[src/fpa_pkg.sv]
// Shared types, constants and helper functions for the fixed-point ALU.
package fpa_pkg;

   localparam int FRAC_BITS = 8;
   localparam int DIV_BITS = 32 + FRAC_BITS;
   localparam logic [63:0] ROUND_HALF = (64'(1) << FRAC_BITS) >> 1;
   localparam logic signed [63:0] WIDE_MAX = 64'sh0000_0000_7FFF_FFFF;
   localparam logic signed [63:0] WIDE_MIN = -64'sh0000_0000_8000_0000;

   typedef enum logic [3:0] {
      OP_ADD     = 4'd0,
      OP_SUB     = 4'd1,
      OP_MUL     = 4'd2,
      OP_DIV     = 4'd3,
      OP_LT      = 4'd4,
      OP_GT      = 4'd5,
      OP_EQ      = 4'd6,
      OP_GE      = 4'd7,
      OP_LE      = 4'd8,
      OP_NE      = 4'd9,
      OP_MIN     = 4'd10,
      OP_MAX     = 4'd11,
      OP_INC     = 4'd12,
      OP_DEC     = 4'd13,
      OP_TOINT   = 4'd14,
      OP_FROMINT = 4'd15
   } opcode_type;

   typedef enum logic [1:0] {
      ST_OK  = 2'd0,
      ST_OVF = 2'd1,
      ST_DZ  = 2'd2
   } status_type;

   typedef enum logic [1:0] {
      KIND_SIMPLE = 2'd0,
      KIND_MUL    = 2'd1,
      KIND_DIV    = 2'd2
   } kind_type;

   typedef struct packed {
      kind_type    kind;
      logic        neg;
      logic        div_zero;
      logic [31:0] mag_a;
      logic [31:0] mag_b;
      logic [31:0] value;
      logic        cmp;
      status_type  status;
   } item_type;

   typedef struct packed {
      logic [31:0] value;
      status_type  status;
   } sat_type;

   function automatic sat_type saturate(input logic [63:0] mag, input logic neg);
      sat_type res;
      res.status = ST_OK;
      if (neg) begin
         if (mag > 64'h0000_0000_8000_0000) begin
            res.value = 32'h8000_0000;
            res.status = ST_OVF;
         end else begin
            res.value = 32'(~mag[31:0] + 32'd1);
         end
      end else begin
         if (mag > 64'h0000_0000_7FFF_FFFF) begin
            res.value = 32'h7FFF_FFFF;
            res.status = ST_OVF;
         end else begin
            res.value = mag[31:0];
         end
      end
      return res;
   endfunction

   function automatic sat_type clamp33(input logic signed [32:0] sum);
      sat_type res;
      res.status = ST_OK;
      if (sum[32] != sum[31]) begin
         res.value = sum[32] ? 32'h8000_0000 : 32'h7FFF_FFFF;
         res.status = ST_OVF;
      end else begin
         res.value = sum[31:0];
      end
      return res;
   endfunction

endpackage

[src/fpa_queue.sv]
// Two-entry queue between the front stage and the arithmetic back end.
module fpa_queue import fpa_pkg::*; (
   input  logic     clock,
   input  logic     reset,
   input  logic     push,
   input  item_type push_item,
   output logic     full,
   input  logic     pop,
   output logic     empty,
   output item_type head
);

   item_type   mem_ff [0:1];
   logic       wr_ptr_ff, rd_ptr_ff;
   logic [1:0] count_ff;

   assign full = count_ff == 2'd2;
   assign empty = count_ff == 2'd0;
   assign head = mem_ff[rd_ptr_ff];

   always_ff @(posedge clock) begin
      if (reset) begin
         wr_ptr_ff <= 1'b0;
         rd_ptr_ff <= 1'b0;
         count_ff <= 2'd0;
      end else begin
         if (push) begin
            wr_ptr_ff <= !wr_ptr_ff;
         end
         if (pop) begin
            rd_ptr_ff <= !rd_ptr_ff;
         end
         count_ff <= count_ff + 2'(push) - 2'(pop);
      end
      if (push) begin
         mem_ff[wr_ptr_ff] <= push_item;
      end
   end

endmodule

[config.mk]
export PLATFORM = sky130hd
export DESIGN_NAME = fpa_queue
export DESIGN_NICKNAME = d
export VERILOG_FILES = /design/src/fpa_pkg.sv /design/src/fpa_queue.sv
export SDC_FILE = /design/constraint.sdc
export NUM_CORES = 1
export LEC_CHECK = 0
export BUFFER_PORTS_ARGS = -buffer_cell sky130_fd_sc_hd__clkbuf_2
export CORE_ASPECT_RATIO = 1.4
export CORE_MARGIN = 2
export CORE_UTILIZATION = 40
export DETAILED_ROUTE_END_ITERATION = 12
export SYNTH_ARGS = -nofsm -noshare
export SYNTH_HDL_FRONTEND = slang
export SYNTH_SLANG_ARGS = --single-unit
[constraint.sdc]
create_clock -name clock -period 15.3 [get_ports clock]
set_input_delay 3.06 -clock clock [delete_from_list [all_inputs] [get_ports clock]]
set_output_delay 3.06 -clock clock [all_outputs]
set_load 0.01 [all_outputs]
==> results of run 1 <==
## state kept, by name, summed over array words and instances (netlist names), named ones only
signal and count:
rd_ptr_ff 1, count_ff 2, wr_ptr_ff 1, mem_ff 206
## metal layers
metal,GRT usage (%),wire length (um),vias to the layer above
li1,-,-,1810
met1,14.5,5160,1893
met2,26.4,8010,142
met3,4.20,1130,34
met4,5.21,413,2
met5,0,11,-
## per-stage QoR
stage | setup slack [ns] | instance area, sq um | cells | hold slack (ns) | power [uW]
detailed placement | 10.09 | 8970 | 789 | 0.503 | 840
global route | 9.49 | 9570 | 824 | 0.571 | 1330
floorplan | 7.18 | 7660 | 341 | 0.480 | 780
finish | 9.64 | 9570 | 824 | 0.506 | 1280
global placement | 10.13 | 8970 | 789 | 0.495 | 836
CTS | 9.56 | 9570 | 824 | 0.512 | 1300
## power groups by stage
stage	Clock [uW]	Sequential (uW)	Combinational (uW)
after floorplan	0	697	83.3
after global placement	0	701	136
after detailed placement	0	703	137
after CTS	476	690	138
after global routing	496	693	146
final	458	690	134
## worst reg2reg max path: stages, from the launching register on
cell	delay, ns
sky130_fd_sc_hd__dfxtp_1	0.41
sky130_fd_sc_hd__and2_4	0.60
sky130_fd_sc_hd__buf_4	0.75
## kinds of logic (layout without fill, tap and decap cells)
group | count (synthesis) | in the layout
buffers and inverters | 13 | 252
muxes | 103 | 103
and+or+nand+nor | 9 | 9
xor gates and xnor gates | 3 | 3
DFF | 211 | 211
adders and majority gates | 2 | 2
## final cells by class
class / instances / area [sq um] / share of cell area (%)
well taps: 244 / 305 / 3.19
clock inverters: 9 / 62.6 / 0.653
inverters: 2 / 7.51 / 0.0784
multi-input cells: 117 / 1280 / 13.4
clock buffers: 26 / 544 / 5.68
repair buffers: 215 / 1090 / 11.3
flip-flops and latches: 211 / 6290 / 65.7
## cells in the mapped netlist (all sizes together)
library cell,n,area [sq um]
inv,2,7.51
xnor2,2,17.5
xnor3,1,22.5
dfxtp,5,100
buf,11,101
nor2,5,18.8
nor2b,3,18.8
and2,1,6.26
mux2,103,1160
edfxtp,206,6190
ha,2,25.0
## worst paths after layout
| path | from | to | slack [ns] | cells past startpoint |
|---|---|---|---|---|
| hold reg to reg | rd_ptr_ff | flip-flop | 0.51 | 2 |
| setup / recovery | flip-flop | head[62] | 9.64 | 3 |
| hold / removal | rd_ptr_ff | flip-flop | 0.51 | 2 |
| setup reg to reg | wr_ptr_ff | mem_ff[1][16] | 13.09 | 2 |
==> summary.md, run 1 <==
The run finished with clean final reports. For the proportion of power drawn by combinational gates, the log shows 10.5%. For the count of antenna diodes in the layout, the log shows 0. Walking the worst path, the cells encountered are buf_4 -> mux2_2 -> clkbuf_2. The parity-gate share of the synthesized area counting xor and xnor cells was 0.522%. The synthesis-stage register bit count works out to 211. The peak supply drop is 0.0000944 V.

The synthesized instance count was 341. The tools report the maximum clock path buffer count as 3. After synthesis, the mean cell area works out to 22.5 sq um. The first global-routing pass estimated 21,900 um of wire. Critical path arrival: 2.60 ns. The maximum level of the CTS H-tree is 1. For this block, the initial DRC count from the detailed router was 209.

After layout, the worst path uses 37.0% of the clock period. Post-DP HPWL: 9940 um. At the later pin of the worst-skew pair, clock insertion delay measures 0.48 ns. Across the run, the number of max-cap violations was 0. The logs give 1010 uW for the internal power contribution and 3,881 for the via total after detailed routing. The kind of cell adding the most delay to the critical path is buffers and inverters. Cell type of the slowest stage on the worst timing path: sky130_fd_sc_hd__dfxtp_4. The count of input and output buffers works out to 211.

STA classifies the critical path startpoint as a flip-flop. Via count of the first global-routing pass: 4,254. The post-synthesis adder-cell area fraction came out at 0.327%.

Once detail routing completed, the nets flagged for antenna violations numbered 0. The largest stage delay on the critical path was 0.80 ns; the multiplexer fraction of the synthesized cell area was 15.1%. The sequential element share of the synthesized area is 82.0%, and the number of antenna violations at the first check in global routing is 1. The core footprint is 18,700 sq um, and the count of hold-fix buffers inserted at cts is 0.

212 I/O pins were placed. Of the cells placed in the final design, the portion with a size suffix greater than 1 is 59.5%. In the layout the commonest cells are sky130_fd_sc_hd__clkbuf_2, sky130_fd_sc_hd__edfxtp_1, sky130_fd_sc_hd__mux2_2. The area added between synthesis and finish was 24.9%; the buffers plus inverters on the worst setup path was 2. After detailed routing, the number of vias per cell comes to 4.71.

The library cell used most frequently in the layout, excluding fill and tap cells, is sky130_fd_sc_hd__clkbuf_2. Measured on the finished design, the core utilization comes to 51.3%. Along the worst path, the maximum fanout reaches 53. In this run the horizontal extent of the chip is 121 um. The tree is rooted in a sky130_fd_sc_hd__clkbuf_16. Headroom to the max-slew limit came out at 46.1%. Setup violations remaining at the end of the flow were counted as 0. After synthesis, the largest family of logic cells by area is multiplexers. For the achievable clock frequency, the log shows 0.177 GHz. The number of nets handed over by synthesis was 450. For this design the ratio of total power to cell area is 134 nW/um^2.

For the final-layout fill cell count, the log shows 1,512. The pin count of the biggest net entering global routing was 60. Global routing consumed, over all layers together, 14.1% of the routing resources.

The analysis attributes to net switching a power of 276 uW. After detailed routing, the average wire length per cell comes to 17.9 um. The critical path class was reg2out. The slew at the pin closest to its max-slew limit came out at 0.809 ns.

The initial standard-cell utilization of the core was 41.0%. Clock-pin slew was measured on the worst setup and hold paths at 0.06 ns. The nature of the critical path endpoint was an output pin.

For the final net count, the log shows 676. The run gives 0 as the max-slew violation count. The floorplan has 59 rows.

Net switching share of the total power: 21.5%. After detailed routing, the total wire length is 14,700 um. After synthesis the cells add up to 7660 sq um.

The number of instances resized during post-cts repair is 0, and the share of the synthesized area in compound gates (AO/OA/AOI/OAI) is 0%. For the final routed database, the setup TNS stands at 0 ns. Number of search-and-repair iterations in the first detailed-routing pass: 4. Across the routed clock network, the largest skew measured is 0.00641 ns. The floorplan step defined a die boundary enclosing 20,300 sq um. For the final count of hold timing violations, the log shows 0.

Clock tree synthesis found a total of 211 sinks. The clock network fraction of design power is 35.7%. The last weighted congestion value of the routability-driven placer is 0.743, and the register share of total power is 53.8%.

In the routed design, unresolved DRC markers number 0. The synthesized netlist devotes 0.571% of its cell area to simple gates. TritonCTS built the clock tree. For the worst setup path, the data required time is 12.24 ns. For this design the static power due to leakage is 0.00362 uW. Once the clock tree was built, the setup fixing pass inserted 0 buffers.

The total grt overflow came out at 0. Unique cell type count in the Yosys netlist: 13. The clock period minus worst slack is 5.66 ns, and the clock buffer count from CTS is 20.

Setup repair after global routing left no endpoint under its margin. From bottom edge to top edge, the die measures 168 um. During synthesis, Yosys emitted a total of 0 warnings. The worst min-delay path class is reg2reg.
No activity file was read; power rests on OpenSTA's default activity.
==> inputs of run 2 (changes only) <==
- ABC_AREA: unset -> 1
- PLACE_DENSITY: unset -> 0.66
- clock period: 15.3 -> 4.9 ns (I/O delays scaled with it)
==> summary.md, run 2 <==
TritonCTS built the clock tree. The run finished with clean final reports. The number of warnings printed during yosys synthesis was 0; the clock buffer count from CTS was 21. Once detail routing completed, the nets flagged for antenna violations numbered 0. The die covers 20,300 sq um. Row generation in the floorplan step produced 59 rows.

The cell type of the slowest stage on the worst timing path was sky130_fd_sc_hd__dfxtp_4. The library cell used most frequently in the layout, excluding fill and tap cells, is sky130_fd_sc_hd__clkbuf_2. The tools report the cell area after synthesis as 7670 sq um. Synthesis produced a netlist with a net count of 460. The worst reg2reg path startpoint was wr_ptr_ff. The number of different library cells used by synthesis comes to 14. The run gives 1,547 as the final-layout fill cell count.

For this design, the sink count on the clock tree is 211. Setup repair after global routing left no endpoint under its margin. Sorting the synthesized cells by how often they occur yields sky130_fd_sc_hd__edfxtp_1, sky130_fd_sc_hd__mux2_2, sky130_fd_sc_hd__inv_1, sky130_fd_sc_hd__nor2_1, sky130_fd_sc_hd__buf_6. The initial utilization of the core area, before any placement, comes to 41.1%. The largest registers in the layout are mem_ff x206, count_ff x2. In this run the worst hold path is classified as reg2reg. In the final routed layout, each cell accounts on average for 16.9 um. The clock passes through at most 3 buffers. In this run the worst setup path terminates at head[68]. In the finished design, the share of the clock period the worst path needs comes to 71.2%. Summing over every cut layer, the via total after detailed routing is 3,930. The tools report the peak supply drop as 0.000261 V. Cell type contributing the most total cell area after synthesis: sky130_fd_sc_hd__edfxtp_1. The logs give 1 for the number of antenna violations at the first check in global routing and 0 for the count of antenna diodes in the layout. The max-slew violation count was 0; the synthesized instance count was 351. The run gives 1.84 ns as the worst setup timing slack at the placement stage. For the pin count of the biggest net entering global routing, the log shows 87. The register with the most flip-flops in the layout has 206 of them. The first global-routing pass estimated 21,900 um of wire.

For the finished layout, the period the worst path requires is 3.49 ns. The worst setup path is captured at an output pin. Setup violations remaining at the end of the flow were counted as 0. Of the synthesized area, sequential elements account for 81.9%. The area added between synthesis and finish was 25.5%. At the pin with the least slew margin, the transition time is 1.15 ns. The number of top-level design ports was 212. The post-CTS clock slew at the launch and capture registers of the worst setup and hold paths was 0.06 ns; the clock insertion delay at the later pin of the skew report was 0.48 ns. Buffers inserted to repair hold after CTS numbered 0.

The largest stage delay on the critical path works out to 1.09 ns. Counting flops with an async set or reset pin after synthesis yields a share of 0%. The post-route netlist has 59.2% of its cells at a drive strength greater than 1.

After routing, the total negative slack on setup checks comes to 0 ns. After detailed routing, the number of remaining DRC violations is 0. In this run the post-CTS setup repair buffer count came out at 0.

Leading register cell type out of synthesis: sky130_fd_sc_hd__edfxtp_1. The detailed-route wire length came out at 14,100 um. The post-synthesis area per instance came out at 21.9 sq um. The worst setup margin came out at 1.41 ns.

The tool flagged a number of max-cap violations equal to 0. The floorplan step set the die width to 121 um. The run gives 4,365 as the via count of the first global-routing pass. The final count of hold timing violations is 0, and the core footprint is 18,700 sq um. The critical path class is reg2out.

The total overflow left after global routing is 0. Leakage dissipation: 0.00366 uW. For this run, the detailed router's first-pass iteration total came to 6. For this block, the initial DRC count from the detailed router was 246. The achievable clock frequency is 0.286 GHz, and the maximum level of the CTS H-tree is 1. Walking the worst path, the cells encountered are buf_4 -> mux2_2 -> clkbuf_2. The final clock skew came out at 0.00603 ns. The logs give 3.05 ns for the minimum setup slack among reg-to-reg paths and 2.51 ns for the critical path arrival. After the last flow step, the layout net total stands at 688. Along the worst path, the maximum fanout reaches 86.

The last weighted congestion value of the routability-driven placer was 0.689. Top register by number of flip-flops: mem_ff. The critical path crosses 3 cells after its start point. Yosys attributes the largest share of cell area to sky130_fd_sc_hd__edfxtp_1, sky130_fd_sc_hd__mux2_2, sky130_fd_sc_hd__dfxtp_1. For this design the ratio of total power to cell area is 417 nW/um^2. In this run the vertical extent of the chip is 168 um.

The run gives 23.2% as the relative slew slack. Yosys instantiated no cell more often than sky130_fd_sc_hd__edfxtp_1. The share of the synthesized area in the top cell type came out at 80.6%. The average via count per standard cell works out to 4.71. The tools report the element type at the critical path start as a flip-flop. The synthesis-stage register bit count is 211, and the number of instances resized during post-cts repair is 0. For the worst flop-to-flop path, the logic depth is 3. The kind of cell adding the most delay to the critical path was flip-flops. The synthesized design contains 206 enable-type register cells.

The count of input and output buffers was 211. The post-DP HPWL is 9450 um, and the buffers plus inverters on the worst setup path is 2. The root buffer cell chosen for the clock tree is sky130_fd_sc_hd__clkbuf_16. STA puts the critical path data required time at 3.92 ns.

Worst flop-to-flop path endpoint: mem_ff[1][51]. The library cells used most frequently in the layout, excluding fill and tap cells, are sky130_fd_sc_hd__clkbuf_2, sky130_fd_sc_hd__edfxtp_1, sky130_fd_sc_hd__mux2_2. Across every metal layer, demand over resource in global routing totals 13.7%.
==> run 2: cells by family after synthesis <==
logic type	after synthesis	share of synthesized area [%]
xor gates and xnor gates	1	0.114
adders and majority gates	2	0.326
muxes	103	15.1
buffers and inverters	19	1.71
AOI/OAI and AO/OA	1	0.0652
and+or+nand+nor	14	0.717
DFF	211	81.9
==> run 2: worst register-to-register path: stages, from the launching register on <==
cell and delay (ns):
sky130_fd_sc_hd__dfxtp_1 0.39, sky130_fd_sc_hd__nand2_1 0.12, sky130_fd_sc_hd__inv_4 0.46, sky130_fd_sc_hd__buf_4 0.52
==> run 2: worst min-delay path by stage <==
stage,to,cells after the start,startpoint,slack (ns)
6_report,rd_ptr_ff,2,rd_ptr_ff,0.53
3_5_place_dp,flip-flop,2,rd_ptr_ff,0.51
2_1_floorplan,flip-flop,2,rd_ptr_ff,0.48
3_3_place_gp,flip-flop,2,rd_ptr_ff,0.49
4_1_cts,flip-flop,2,rd_ptr_ff,0.53
5_1_grt,wr_ptr_ff,2,wr_ptr_ff,0.58
==> run 2: area by class of cell <==
type                       instances  area, sq um  share of cell area (%)
timing repair buffer             216         1090                    11.4
tap                              244          305                    3.17
sequential                       211         6290                    65.3
inverter                           8         32.5                   0.338
clock inverter                     5         55.1                   0.572
multi-input combinational        121         1260                    13.1
clock buffer                      30          589                    6.12
==> run 2: stage by stage <==
step	instance area [sq um]	utilization (%)	cells	hold slack (ns)	total power [uW]
after CTS	9630	51.5	835	0.532	4080
after floorplan	7670	-	351	0.480	2390
after detailed placement	8980	48.1	800	0.507	2570
after global placement	8980	48.1	800	0.492	2550
after global routing	9630	51.5	835	0.578	4170
final	9630	51.5	835	0.532	4010
==> run 2: routing by layer <==
metal  track usage, %  vias up  routed length [um]
met5                0        -                  15
met4             3.59        2                 246
met3             3.93       25                1180
met2             26.5      144                7700
met1             14.2     1932                5000
li1                 -     1827                   -
==> run 2: power by group <==
group	leakage, uW	switching (uW)	internal [uW]
registers	0.00198	48.8	2090
logic	0.00137	192	187
clock network	0.000317	605	887
total	0.00366	846	3160
==> inputs of run 3 (changes only) <==
- ABC_AREA: 1 -> 0
- PLACE_DENSITY: 0.66 -> unset
- clock period: 4.9 -> 3.3 ns (I/O delays scaled with it)
==> summary.md, run 3 (same netlist as run 1, synthesis figures left out) <==
The flow ran to the end, and the final reports show no timing, DRC or antenna violations. After detailed routing, the number of vias per cell comes to 4.73. For the number of search-and-repair iterations in the first detailed-routing pass, the log shows 4. For this run, the total global-route usage over all layers was measured as 13.9%. The via total after detailed routing came out at 3,919. The top register by number of flip-flops is mem_ff. Summed over all layers, the routed wires come to 14,400 um. The run gives 0 as the count of hold-fix buffers inserted at cts.

In this run the count of I/O pins placed on the die edge is 212. The worst-case IR drop observed on VDD is 0.000468 V. Dividing total power by cell area gives a power density of 632 nW/um^2. TritonCTS built the clock tree.

The floorplan step defined a core boundary enclosing 18,700 sq um. The final clock skew is 0.0155 ns. The clock drives 211 sinks.

The signal on the critical path passes through buf_12 -> mux2_2 -> clkbuf_2. From synthesis to final layout, the design area changed by 26.3%. Headroom to the max-slew limit came out at 52.5%. Setup violations remaining at the end of the flow were counted as 0. The residual antenna-violating net count after detailed routing is 0, and the total grt overflow is 0. Of the cells placed in the final design, the portion with a size suffix greater than 1 is 60.1%. The count of antenna diodes in the layout was 0; the final setup TNS was 0 ns. The initial standard-cell utilization of the core is 41.0%, and the via count of the first global-routing pass is 4,323. The post-CTS setup buffer count is 0, and the slew at the pin closest to its max-slew limit is 0.713 ns. The critical path in this run is classified as reg2out. Element type at the critical path start: a flip-flop.

For the worst-skew pair, the clock arrives at the later sink with an insertion delay of 0.49 ns. Post-route fraction of the period consumed by the critical path: 80.0%. Setup repair after global routing left no endpoint under its margin.

Once placement completed, the tool counted placed cells totaling 792. For the clock buffer count from CTS, the log shows 20. The count of placed standard cells in the final layout, fillers left out was 828. The library cell used most frequently in the layout, excluding fill and tap cells, is sky130_fd_sc_hd__clkbuf_2. Pin count of the biggest net entering global routing: 53.

Cell type of the slowest stage on the worst timing path: sky130_fd_sc_hd__dfxtp_4. In this run the worst hold path is classified as in2reg. No sink is reached through more buffers than the 3 on the longest clock path. For this block, the initial DRC count from the detailed router was 317. At the end of the flow, the number of nets in the layout was 679. The logs give 59 for the number of cell rows and 2 for the number of antenna violations at the first check in global routing.

The highest fanout seen on the critical path is 52, and the number of instances resized during post-cts repair is 0. The worst path needs 2.64 ns of the cycle, external delays included. The maximum level of the CTS H-tree came out at 1. The largest stage delay on the critical path was 0.59 ns; the global-route wire length before repair was 21,900 um. At the worst endpoint, the required time is 2.64 ns. The filler cells instantiated in the layout total 1,517.

The largest registers in the layout are mem_ff x206, count_ff x2. Area of the die: 20,300 sq um. Leakage dissipation: 0.00367 uW. Max-slew violation count: 0.

In this run the clock root is driven by a sky130_fd_sc_hd__clkbuf_16. For this run, design rule violations remaining after detail routing come to 0. The nature of the critical path endpoint is an output pin. The count of input and output buffers was 211.

The horizontal die dimension is 121 um, and the final count of hold timing violations is 0. After clock tree synthesis, the clock-pin slew on the worst setup and hold paths is 0.06 ns. Routability-driven placement finished with a final weighted congestion of 0.716. The register with the most flip-flops in the layout has 206 of them. The die outline height was 168 um.

Across the run, the number of max-cap violations was 0. The tools report the overall power as 6120 uW. The run gives 0.379 GHz as the achievable clock frequency.

The critical path arrival is 1.98 ns. The library cells used most frequently in the layout, excluding fill and tap cells, are sky130_fd_sc_hd__clkbuf_2, sky130_fd_sc_hd__edfxtp_1, sky130_fd_sc_hd__mux2_2. The end-of-flow core utilization is 51.8%. The average wire per standard cell is 17.4 um.
## run 3: area by class of cell
| class | instances | area, sq um | area share (%) |
|---|---|---|---|
| flip-flops and latches | 211 | 6290 | 65.0 |
| multi-input cells | 117 | 1280 | 13.2 |
| repair buffers | 218 | 1130 | 11.7 |
| clock buffers | 24 | 537 | 5.55 |
| well taps | 244 | 305 | 3.15 |
| clock inverters | 12 | 128 | 1.32 |
| inverters | 2 | 7.51 | 0.0776 |
## run 3: routing by layer
| layer | track usage, % | wire, um | vias to the layer above |
|---|---|---|---|
| li1 | - | - | 1813 |
| met1 | 14.0 | 4840 | 1924 |
| met2 | 25.7 | 7800 | 151 |
| met3 | 5.49 | 1390 | 27 |
| met4 | 4.60 | 359 | 4 |
| met5 | 0 | 29 | - |
## run 3: path summary, 6_finish.rpt
kind | start | to | slack [ns] | cells after the start
worst max-delay path | flip-flop | head[76] | 0.66 | 3
worst min-delay path | push_item[2] | mem_ff[0][2] | 0.36 | 1
worst max register to register | wr_ptr_ff | mem_ff[1][46] | 1.57 | 2
worst min register to register | rd_ptr_ff | rd_ptr_ff | 0.52 | 2
## run 3: critical path: cells and delay by family, from the launching register on
family                 cells  cell delay (ns)
flip-flops                 1             0.59
buffers and inverters      2             0.45
multiplexers               1             0.42
## run 3: stage by stage
step	worst slack (ns)	instance area, sq um	hold slack [ns]
3_5_place_dp	1.12	9010	0.521
2_1_floorplan	0.656	7670	0.480
3_3_place_gp	1.15	9010	0.500
4_1_cts	0.614	9680	0.340
6_report	0.658	9680	0.359
5_1_grt	0.549	9680	0.340
## run 3: power by group
part / internal, uW / switching (uW)
Sequential: 3130 / 50.8
Clock: 1390 / 905
Combinational: 308 / 334
